===== config.mk =====
export PLATFORM = sky130hd
export DESIGN_NAME = mf3_out_fifo
export DESIGN_NICKNAME = d
export VERILOG_FILES = /design/src/hw/rtl/mf3_pkg.sv /design/src/hw/rtl/mf3_out_fifo.sv
export SDC_FILE = /design/constraint.sdc
export NUM_CORES = 1
export LEC_CHECK = 0
export BUFFER_PORTS_ARGS = -buffer_cell sky130_fd_sc_hd__buf_2
export CORE_ASPECT_RATIO = 1.25
export CORE_UTILIZATION = 53
export DETAILED_ROUTE_END_ITERATION = 6
export PLACE_DENSITY = 0.76
export SKIP_CTS_REPAIR_TIMING = 1
export SLEW_MARGIN = 20
export SYNTH_ARGS = -nofsm -noshare
export SYNTH_HDL_FRONTEND = slang
export SYNTH_SLANG_ARGS = --single-unit
export TNS_END_PERCENT = 50

===== constraint.sdc =====
create_clock -name clk -period 1.85 [get_ports clk]
set_input_delay 0.37 -clock clk [delete_from_list [all_inputs] [get_ports clk]]
set_output_delay 0.37 -clock clk [all_outputs]
set_load 0.01 [all_outputs]

===== src/hw/rtl/mf3_pkg.sv =====
// Shared types and constants of the 3x3 median filter.
`default_nettype none
package mf3_pkg;

  localparam int WIN_SIZE   = 9;
  localparam int COLS_W     = 12;
  localparam int ROWS_W     = 13;
  localparam int ITEMS_W    = 24;
  localparam int CFG_W      = 13;
  localparam int ROW_LIMIT  = 4096;
  localparam int COLS_RESET = 640;
  localparam int ROWS_RESET = 480;
  localparam int OUT_DEPTH  = 8;

  typedef logic [7:0] pix_t;
  typedef pix_t [WIN_SIZE-1:0] win_t;

  typedef struct packed {
    pix_t upper;
    pix_t middle;
  } line_pair_t;

  typedef struct packed {
    pix_t median;
    logic frame_end;
  } out_item_t;

  typedef enum logic [0:0] {
    REG_FRAME_COLUMNS = 1'b0,
    REG_FRAME_ROWS    = 1'b1
  } cfg_reg_t;

endpackage
`default_nettype wire


===== src/hw/rtl/mf3_out_fifo.sv =====
// Result queue that decouples the filter pipeline from the receiver.
`default_nettype none
module mf3_out_fifo (
  input  wire logic               clk,
  input  wire logic               rst,
  input  wire logic               push,
  input  wire mf3_pkg::out_item_t push_item,
  output logic                    out_valid,
  input  wire logic               out_ready,
  output mf3_pkg::out_item_t      out_item
);
  import mf3_pkg::*;

  localparam int PW = $clog2(OUT_DEPTH);
  localparam int CW = $clog2(OUT_DEPTH + 1);

  out_item_t      store [OUT_DEPTH];
  logic [PW-1:0]  wr_ptr, rd_ptr;
  logic [CW-1:0]  count;
  logic           pop;

  assign out_valid = (count != '0);
  assign pop       = out_valid && out_ready;
  assign out_item  = store[rd_ptr];

  always_ff @(posedge clk) begin
    if (rst) begin
      wr_ptr <= '0;
      rd_ptr <= '0;
      count  <= '0;
    end else begin
      if (push) begin
        wr_ptr <= (wr_ptr == PW'(OUT_DEPTH - 1)) ? '0 : wr_ptr + 1'b1;
      end
      if (pop) begin
        rd_ptr <= (rd_ptr == PW'(OUT_DEPTH - 1)) ? '0 : rd_ptr + 1'b1;
      end
      count <= count + CW'(push) - CW'(pop);
    end
    if (push) begin
      store[wr_ptr] <= push_item;
    end
  end

endmodule
`default_nettype wire


==> out/qor.txt <==
CP Capture Type: output port
GRT overflow: 0
Total CTS buffers: 9
Top FF cell, synth: edfxtp_1
Layout Nets: 246
Detailed Route WL: 6420 um
Tot Pwr: 4.58 mW
DR WL/cell: 20.5 um
Setup CP Type: reg -> out
Post-synth top cells: 72 x edfxtp_1, 18 x mux4_1, 13 x dfxtp_1
Hold path start: push_item[2]
Synthesized Nets: 201
Crit path DAT: 1.84 ns
Number of synthesized flops with an enable pin: 72
First-pass GRT wire length: 9030 um
Initial DRC Count: 164
Met3 Routed Length: 328 um
Slowest cell delay on critical path: 0.49 ns
DP Area: 3760 um2
Cell accounting for the most synthesized area: edfxtp_1
Htree depth: 3
Period utilisation layout: 1.20
Layout area overhead: 17.9%
Hpwl dp: 4110 um
IO buf count: 22
Slew headroom: 0.769
Worst reg2reg path startpoint: count[2]
Root buf cell: clkbuf_8
Skew-Pair Late Insertion Delay: 0.35 ns
Worst Setup EP: out_item[1]
Register area: 2430 um2
Pin count of the biggest net entering global routing: 19
PD cells: 1130 nW/um2
Failing checks: setup timing
Worst slew pin tran: 0.345 ns
Endpoints failing setup: 9
Worst Setup Slack, final: -0.365 ns
Vias: 1777
CP required: 1.48 ns
# fillers: 433
Area of the multi-input gates: 945 um2
Met2 WL post-DR: 3440 um
Max-slew violations: 0
CP max FO: 5
Post-Synthesis Cell Area: 3440 um2
Most frequent cell after synthesis: edfxtp_1
Area share of the largest cell type after synthesis: 0.629
Reg2Reg Setup Slack: 0.04 ns
GPL Wtd Cong: 0.725
Crit path cell chain: clkbuf_16 -> mux4_2 -> mux2_2 -> buf_6
Num ports: 23
Cells after Synth: 179
Max-Cap Viols: 0
Fmax: 452 MHz
Final hold slack: 0.284 ns
Cells after DPL: 295
Antenna viol nets, final: 0
Asr flop ratio synth: 0
Clock Tree Buf Depth: 2
Cell variety after synth: 27
Row cnt: 32
Maximum vdd drop: 0.000812 V
Crit path time final: 2.21 ns
Total Routing Usage GR: 0.193
YS warnings: 0
RSZ-0062 raised after global routing: true
DIE HEIGHT: 92.1 um
Met1 Wirelength: 2460 um
Mean area per synthesized cell: 19.2 um2
DRC: 0
CTS Sinks: 85
CTS tree: yes
Die Span X: 74.0 um
Slowest CP cell: mux4_2
Worst reg-to-reg path cell count: 9
Die area: 6820 um2
Initial core utilization: 0.554
Clock Pin Slew Worst Setup and Hold Paths: 0.09 ns
Highest routed layer: met4
Worst Skew: 0.0127 ns
Synth area leaders: edfxtp_1 63%, mux4_1 14%, dfxtp_1 7.6%
Flops & latches, synth: 85
Worst Hold Class: in -> reg
Fin. Hold Viols: 0
Via-per-instance ratio: 5.66
Vias in the first global route: 1833
Pleak: 1.40 nW
Diode count: 0
CP Launch Type: flip-flop
Placeable Area: 6210 um2
Initial antenna violation count: 0
TritonRoute pass-1 iters: 4
Finished Cell Area: 4050 um2
Sequential area share after synthesis: 0.705
Final cell count without fillers: 314
Layout cells sized above 1: 0.410
RR Endpoint: count[1]
Status: complete, but fails checks
[worst min-delay path by stage]
stage,end,cells after the start
CTS,store[7][2],1
global route,store[7][2],1
floorplan,count[0],1
finish,store[7][2],1
global placement,rd_ptr[2],2
detailed placement,rd_ptr[2],2
[flip-flops by register name (all words and copies together), names as in the netlist, named ones only]
register,cells
store,72
count,4
rd_ptr,3
wr_ptr,3
[worst max-delay path, delay by kind of cell, from the launching register on]
kind	cells	cell delay, ns
mux	2	0.77
buf+inv	2	0.29
flops	1	0.42
[kinds of logic (layout without fill, tap and decap cells)]
family / count (synthesis) / after routing / share of synthesized area
buffers and inverters: 12 / 62 / 0.0204
xor gates and xnor gates: 1 / 1 / 0.00255
and+or+nand+nor: 29 / 29 / 0.0433
DFF: 85 / 85 / 0.705
muxes: 29 / 29 / 0.173
adders and majority gates: 9 / 9 / 0.0349
AOI/OAI and AO/OA: 14 / 14 / 0.0215
[cells in the final DEF, fill, tap and decap left out, drive strengths merged, types with 2 or more instances in the layout]
master   n
a21oi    9
buf     38
clkbuf  11
clkinv   6
dfxtp   13
edfxtp  72
ha       8
inv      6
mux2     9
mux2i    2
mux4    18
nand2    2
nand2b   5
nand3    3
nor2    11
nor2b    2
nor3     2
o21ai    4
[cell type report]
type                       instances  share of cell area
clock buffer                       9              0.0306
clock inverter                     7              0.0164
inverter                           6             0.00556
multi-input combinational         82               0.233
sequential                        85               0.599
tap                               85              0.0262
timing repair buffer              40              0.0895
[where the power goes]
group          internal (mW)  switching, mW
clock network          0.616          0.619
registers               2.17         0.0661
logic                  0.621          0.485
[metal layers]
layer  global-route usage  up-vias
met4                0.115        0
met5                    0        -
met3               0.0440       19
met1                0.223      891
met2                0.322       66
li1                     -      801
[metrics by stage]
stage / util / setup TNS (ns) / setup slack, ns
5_1_grt: 0.653 / -3.64 / -0.399
3_3_place_gp: 0.606 / -0.0513 / -0.0162
2_1_floorplan: - / 0 / 0.000650
3_5_place_dp: 0.606 / -0.271 / -0.0465
6_report: 0.653 / -3.14 / -0.365
4_1_cts: 0.637 / -3.79 / -0.430
(Power assumes the default switching activity.)
