===== src/hw/rtl/mf3_pkg.sv =====
// Shared types and constants of the 3x3 median filter.
`default_nettype none
package mf3_pkg;

  localparam int WIN_SIZE   = 9;
  localparam int COLS_W     = 12;
  localparam int ROWS_W     = 13;
  localparam int ITEMS_W    = 24;
  localparam int CFG_W      = 13;
  localparam int ROW_LIMIT  = 4096;
  localparam int COLS_RESET = 640;
  localparam int ROWS_RESET = 480;
  localparam int OUT_DEPTH  = 8;

  typedef logic [7:0] pix_t;
  typedef pix_t [WIN_SIZE-1:0] win_t;

  typedef struct packed {
    pix_t upper;
    pix_t middle;
  } line_pair_t;

  typedef struct packed {
    pix_t median;
    logic frame_end;
  } out_item_t;

  typedef enum logic [0:0] {
    REG_FRAME_COLUMNS = 1'b0,
    REG_FRAME_ROWS    = 1'b1
  } cfg_reg_t;

endpackage
`default_nettype wire


===== src/hw/rtl/mf3_median.sv =====
// Three-stage pipelined median of a 3x3 window.
`default_nettype none
module mf3_median (
  input  wire logic          clk,
  input  wire logic          rst,
  input  wire logic          in_valid,
  input  wire logic          in_last,
  input  wire mf3_pkg::win_t in_win,
  output logic               out_valid,
  output logic               out_last,
  output mf3_pkg::pix_t      out_median
);
  import mf3_pkg::*;

  function automatic pix_t min2(input pix_t a, input pix_t b);
    return (a < b) ? a : b;
  endfunction

  function automatic pix_t max2(input pix_t a, input pix_t b);
    return (a < b) ? b : a;
  endfunction

  function automatic pix_t med3(input pix_t a, input pix_t b, input pix_t c);
    return max2(min2(a, b), min2(max2(a, b), c));
  endfunction

  // Rows sorted: lo, mid, hi for each row of the window.
  logic        a_valid, a_last;
  pix_t [2:0]  a_lo, a_mi, a_hi;
  logic        b_valid, b_last;
  pix_t        b_lo, b_mi, b_hi;

  always_ff @(posedge clk) begin
    if (rst) begin
      a_valid   <= 1'b0;
      b_valid   <= 1'b0;
      out_valid <= 1'b0;
    end else begin
      a_valid   <= in_valid;
      b_valid   <= a_valid;
      out_valid <= b_valid;
    end
    a_last   <= in_last;
    b_last   <= a_last;
    out_last <= b_last;
    for (int i = 0; i < 3; i++) begin
      a_lo[i] <= min2(min2(in_win[i*3], in_win[i*3+1]), in_win[i*3+2]);
      a_mi[i] <= med3(in_win[i*3], in_win[i*3+1], in_win[i*3+2]);
      a_hi[i] <= max2(max2(in_win[i*3], in_win[i*3+1]), in_win[i*3+2]);
    end
    // The median of nine is the median of the largest low, the middle mid
    // and the smallest high of the sorted rows.
    b_lo       <= max2(max2(a_lo[0], a_lo[1]), a_lo[2]);
    b_mi       <= med3(a_mi[0], a_mi[1], a_mi[2]);
    b_hi       <= min2(min2(a_hi[0], a_hi[1]), a_hi[2]);
    out_median <= med3(b_lo, b_mi, b_hi);
  end

endmodule
`default_nettype wire


===== config.mk =====
export PLATFORM = sky130hd
export DESIGN_NAME = mf3_median
export DESIGN_NICKNAME = d
export VERILOG_FILES = /design/src/hw/rtl/mf3_pkg.sv /design/src/hw/rtl/mf3_median.sv
export SDC_FILE = /design/constraint.sdc
export NUM_CORES = 1
export LEC_CHECK = 0
export BUFFER_PORTS_ARGS = -buffer_cell sky130_fd_sc_hd__buf_2
export CAP_MARGIN = 40
export CORE_MARGIN = 1.5
export CORE_UTILIZATION = 55
export DETAILED_ROUTE_END_ITERATION = 8
export GPL_ROUTABILITY_DRIVEN = 1
export GPL_TIMING_DRIVEN = 0
export MAX_ROUTING_LAYER = met4
export PLACE_DENSITY = 0.86
export SLEW_MARGIN = 0
export SYNTH_ARGS = -nofsm -noshare
export SYNTH_HDL_FRONTEND = slang
export SYNTH_SLANG_ARGS = --single-unit

===== constraint.sdc =====
create_clock -name clk -period 12.01 [get_ports clk]
set_clock_uncertainty 0.1 [all_clocks]
set_input_delay 1.8015 -clock clk [delete_from_list [all_inputs] [get_ports clk]]
set_output_delay 1.8015 -clock clk [all_outputs]
set_load 0.1 [all_outputs]

==> run_results.csv, run 1 <==
group,metric,value,unit
status,status,"complete, no violations",
synthesis,synth_edf_count,0,
global_routing,grt_max_degree,20,
synthesis,synth_compound_area_frac,0.205,
placement,io_buffers,85,
routing,routed_wirelength,22400,um
sta,grt_setup_unrepaired,"false",
synthesis,syn_area,8970,sq um
setup_path,start_kind,"primary input",
routing,detail-route-antenna-nets,0,
global_routing,track_usage,0.278,
die,die_area,17100,sq um
global_routing,overflow,0,
finish,fin_nets,1415,
placement,hpwl,18400,um
setup_path,crit_end,"a_mi[12]$_DFF_P_",
synthesis,synth_ff_type,"dfxtp_1",
global_routing,first_global_vias,7925,
synthesis,synth_warnings,0,
setup_path,max_stage_delay,0.73,ns
sta,fmax,121,MHz
setup_path,cp_slowest_cell,"o2bb2ai_1",
sta,layout_min_cycle_time,8.25,ns
die,rows,46,
routing,first_pass_iters,7,
cts,cts_resized,0,
routing,vias_per_cell,5.88,
power_and_ir_drop,cellPowerDensity,314,nW/um^2
finish,drive_gt1_frac,0.158,
global_routing,antenna_found_initial,0,
sta,fin_crit_sh,0.687,
cts,cts_tree,"done",
die,core_area,15900,sq um
synthesis,synth-xor-area-share,0,
setup_path,cp.required,12.19,ns
sta,worstMarginPinSlew,0.880,ns
setup_path,worstPathArrival,8.43,ns
cts,ctsHtreeMaxLevel,3,
synthesis,yosys.area_share.adder,0.215,
cts,cts_made_buffers,9,
cts,clockBufferDepth,2,
setup_path,startpoint,"in_win[35]",
min_path,hp-class,"register to register",
synthesis,ys_types,59,
synthesis,synth_top_family_by_area,"adder cells",
synthesis,synth-simple-area-share,0.124,
sta,setup_viol,0,
cts,cts_root_buf,"clkbuf_16",
die,die_y,131,um
power_and_ir_drop,irDropWorstVdd,0.000308,V
setup_path,r2r_cells,23,
synthesis,syn_inst,1089,
cts,post-cts-setup-buffers,0,
synthesis,synth-seq-cells,110,
die,start_util,0.565,
min_path,hold_path_depth,0,
cts,postCtsHoldBufs,0,
finish,layout_common_cells,"ha_1, inv_1, dfxtp_1",
routing,drtIter0Drc,573,
routing,drc,0,
die,die_w,131,um
setup_path,cp-end-kind,"register",
synthesis,synthMuxAreaShare,0.140,
finish,final_common_cell,"ha_1",
setup_path,crit_type,"primary input to register",
setup_path,regToRegSetupSlack,6.06,ns
cts,clk_pin_slew_worst_paths,0.07,ns
routing,vias,8273,
sta,finalHoldViolCount,0,
routing,routedWlPerCell,15.9,um
finish,fillers,1287,
die,ios,86,
global_routing,grt_first_pass_wirelength,36600,um
placement,gp_congestion,0.994,
synthesis,syn-num-nets,1319,
power_and_ir_drop,p_leak,5.12,nW
synthesis,ys_seq_area_frac,0.245,
setup_path,rr_startpoint,"a_mi[10]$_DFF_P_",
sta,slew-limit-headroom,0.413,
finish,finish.utilization,0.628,
setup_path,crit_path_max_fanout,10,
cts,clock_latency,0.36,ns
finish,areaGrowthSynthToFinish,11.1,%
finish,antenna_cells,0,
sta,slew_viol_final,0,
synthesis,ys_async_sr_fraction,0,
flow_run,max-cap-violations,0,
setup_path,r2r_end,"b_mi[4]$_DFF_P_",
cts,cts_sinks,110,
sta,finalSetupTns,0,ns
synthesis,syn_avg_cell_area,8.24,sq um
-- power breakdown --
group,leakage (nW),internal (W),total (W),switching [W]
Combinational,4.05,0.000906,0.00221,0.00131
Sequential,0.927,0.000525,0.000620,0.0000947
Clock,0.150,0.000156,0.000296,0.000140
-- state kept, by name, summed over array words and instances, names as in the netlist --
register    cells
b_hi            8
b_mi            8
a_last          1
a_valid         1
b_lo            8
a_lo           24
b_last          1
out_valid       1
b_valid         1
a_mi           24
out_median      8
out_last        1
a_hi           24
-- stage by stage --
stage | hold WS [ns] | total power [W] | area [sq um] | std cells | setup slack, ns
2_1_floorplan | 0.210 | 0.00230 | 8970 | 1089 | 5.01
3_3_place_gp | 0.212 | 0.00269 | 9670 | 1390 | 3.76
3_5_place_dp | 0.216 | 0.00279 | 9670 | 1390 | 3.57
4_1_cts | 0.234 | 0.00311 | 9970 | 1406 | 3.94
5_1_grt | 0.248 | 0.00343 | 9970 | 1406 | 3.15
6_report | 0.231 | 0.00313 | 9970 | 1406 | 3.76
-- critical path, delay by kind of cell --
family / cells / cell delay (ns)
fa+ha+maj: 3 / 0.98
buf+inv: 5 / 1.41
simple gates: 5 / 0.56
compound gates: 12 / 3.26
mux: 1 / 0.41
-- metal layers --
metal | part of all wire | track usage | vias up
met3 | 0.063 | 0.0391 | 62
met1 | 0.44 | 0.345 | 3831
met4 | 0.034 | 0.111 | 0
li1 | - | - | 4068
met5 | 0 | - | -
met2 | 0.47 | 0.459 | 312
-- how the worst min path moves through the flow --
stage               slack [ns]                to      startpoint
floorplan                 0.21    b_last$_DFF_P_  a_last$_DFF_P_
global placement          0.21  out_last$_DFF_P_  b_last$_DFF_P_
detailed placement        0.22  out_last$_DFF_P_  b_last$_DFF_P_
CTS                       0.23  out_last$_DFF_P_  b_last$_DFF_P_
global route              0.25  out_last$_DFF_P_  b_last$_DFF_P_
finish                    0.23  out_last$_DFF_P_  b_last$_DFF_P_
-- final cells by class --
type                       instances  area [sq um]  area share
multi-input combinational        814          6130       0.615
sequential                       110          2200       0.221
inverter                         136           510      0.0512
timing repair buffer              85           425      0.0427
tap                              216           270      0.0271
clock buffer                      11           253      0.0254
buffer                            29           133      0.0133
clock inverter                     5          48.8     0.00489
-- cell families after synthesis --
| logic type | count (synthesis) |
|---|---|
| buf+inv | 165 |
| compound gates | 294 |
| fa+ha+maj | 154 |
| simple gates | 248 |
| mux | 118 |
| flops | 110 |
-- synthesized netlist by cell type, types with 3 or more instances --
master / count / area [sq um]
nor2b_1: 10 / 62.6
o21a_1: 7 / 52.6
o31a_1: 4 / 35.0
a221o_1: 3 / 30.0
ha_1: 154 / 1930
a221oi_1: 3 / 26.3
nand2_1: 89 / 334
dfxtp_1: 110 / 2200
nor3_1: 9 / 45.0
o31ai_1: 4 / 30.0
mux2_2: 58 / 653
clkbuf_1: 11 / 41.3
o2111ai_1: 5 / 43.8
buf_1: 3 / 11.3
nor2_1: 85 / 319
a31oi_1: 4 / 25.0
o21ai_1: 4 / 20.0
nand4_1: 17 / 106
a211o_1: 4 / 35.0
o21bai_1: 3 / 22.5
nand3_1: 11 / 55.1
a211oi_1: 14 / 105
inv_1: 136 / 510
mux2i_1: 60 / 601
buf_2: 13 / 65.1
nor4_1: 3 / 18.8
a21oi_1: 84 / 420
o211ai_1: 9 / 67.6
a21o_1: 26 / 195
o21ai_0: 97 / 485
nand2b_1: 10 / 62.6
No activity file was read; power rests on OpenSTA's default activity.
==> inputs of run 2 (changes only) <==
- clock period: 12.01 -> 7.8 ns (I/O delays scaled with it)
==> run 2 against run 1 <==
  * Register-to-register slack worse by 4.2 ns
  * Die area unchanged
  * Clock power rose by 55%
  * Flip-flop and latch count did not move
  * Total power increased by 54%
  * Via count grew 0.37%
  * Sequential share of layout area hardly changed
  * First-iteration DRC count is 2.6% lower
  * Count of clock-buffer cells in the layout stayed put
  * Sequential power grew 54%
  * Largest cell class unchanged
==> run_results.csv, run 2 (synthesis results as in run 1) <==
group,metric,value,unit
finish,fin_nets,1415,
power_and_ir_drop,swShare,0.493,
power_and_ir_drop,cellPowerDensity,483,nW/um^2
die,ios,86,
global_routing,grt_first_pass_wirelength,36600,um
finish,final_common_cell,"ha_1",
setup_path,crit_path_max_fanout,10,
power_and_ir_drop,irDropWorstVdd,0.000474,V
setup_path,max_stage_delay,0.50,ns
routing,drtIter0Drc,558,
routing,routedWlPerCell,16.0,um
power_and_ir_drop,power_switching,0.00238,W
sta,finalHoldViolCount,0,
setup_path,cp_slowest_cell,"o2bb2ai_2",
cts,clk_pin_slew_worst_paths,0.07,ns
sta,slew-limit-headroom,0.518,
global_routing,track_usage,0.278,
cts,clockBufferDepth,2,
sta,layout_min_cycle_time,7.27,ns
setup_path,worstPathArrival,7.44,ns
cts,ctsHtreeMaxLevel,3,
placement,post-place-ws,-0.0105,ns
placement,hpwl,18400,um
die,die_y,131,um
die,start_util,0.565,
power_and_ir_drop,seq_power_share,0.198,
cts,cts_sinks,110,
status,status,"complete, no violations",
cts,cts_resized,0,
finish,drive_gt1_frac,0.160,
power_and_ir_drop,p_comb_frac,0.707,
finish,layout_common_cells,"ha_1, inv_1, dfxtp_1",
die,die_area,17100,sq um
global_routing,overflow,0,
sta,fin_crit_sh,0.932,
routing,vias,8304,
sta,hold_ws,0.231,ns
finish,areaGrowthSynthToFinish,11.2,%
cts,cts_tree,"done",
placement,gp_congestion,0.994,
sta,worstMarginPinSlew,0.724,ns
setup_path,cp.required,7.98,ns
cts,cts_made_buffers,9,
flow_run,max-cap-violations,0,
finish,finish.utilization,0.628,
global_routing,antenna_found_initial,0,
cts,post-cts-setup-buffers,0,
routing,detail-route-antenna-nets,0,
power_and_ir_drop,p_clk_frac,0.095,
cts,clock_latency,0.36,ns
cts,cts_root_buf,"clkbuf_16",
setup_path,path_delay_family,"compound AO/OA/AOI/OAI gates",
routing,drc,0,
placement,io_buffers,85,
die,die_w,131,um
routing,routed_wirelength,22500,um
global_routing,grt_max_degree,20,
placement,placed_cell_area,9670,sq um
setup_path,start_kind,"primary input",
finish,top_regs,"a_hi (24), a_lo (24), a_mi (24)",
finish,antenna_cells,0,
setup_path,path_buf_inv,5,
die,rows,46,
routing,vias_per_cell,5.91,
power_and_ir_drop,p_int,0.00244,W
sta,setup_viol,0,
sta,fmax,138,MHz
global_routing,first_global_vias,7925,
sta,fin_ws,0.531,ns
cts,postCtsHoldBufs,0,
power_and_ir_drop,power,0.00482,W
setup_path,crit_type,"primary input to register",
sta,slew_viol_final,0,
die,core_area,15900,sq um
routing,first_pass_iters,6,
finish,fin_area,9980,sq um
power_and_ir_drop,p_leak,5.13,nW
min_path,hp-class,"register to register",
setup_path,cp-end-kind,"register",
run 2: cell types whose count changed in the layout (fill, tap and decap cells not counted):
cell	change
clkbuf_1	-1
clkbuf_2	+1
o2bb2ai_1	-1
o2bb2ai_2	+1
run 2: final cells by class:
class	count	area [sq um]
buffer	29	134
clock buffer	11	253
clock inverter	5	48.8
fill	1285	5910
inverter	136	510
multi-input combinational	814	6130
sequential	110	2200
tap	216	270
timing repair buffer	85	425
run 2: power groups by stage:
stage	clock [W]	sequential (W)	combinational, W
2_1_floorplan	0	0.00106	0.00249
3_3_place_gp	0	0.000951	0.00319
3_5_place_dp	0	0.000959	0.00333
4_1_cts	0.000462	0.000947	0.00338
5_1_grt	0.000484	0.000970	0.00383
6_report	0.000458	0.000953	0.00341
run 2: final timing paths:
check / from / end / slack (ns) / cells past startpoint
worst min-delay path: b_last$_DFF_P_ / out_last$_DFF_P_ / 0.23 / 0
worst max-delay path: in_win[35] / a_mi[12]$_DFF_P_ / 0.53 / 26
worst min register to register: b_last$_DFF_P_ / out_last$_DFF_P_ / 0.23 / 0
worst max register to register: a_mi[10]$_DFF_P_ / b_mi[4]$_DFF_P_ / 1.82 / 23
run 2: stage by stage:
stage | instances | setup TNS (ns)
4_1_cts | 1406 | 0
3_3_place_gp | 1390 | 0
2_1_floorplan | 1089 | 0
3_5_place_dp | 1390 | -0.0105
6_report | 1406 | 0
5_1_grt | 1406 | -0.0739
run 2: metal layers:
layer,part of all wire,vias up,track usage
met1,0.43,3845,0.345
met2,0.47,333,0.459
met4,0.034,0,0.111
met5,0,-,-
li1,-,4065,-
met3,0.062,61,0.0391
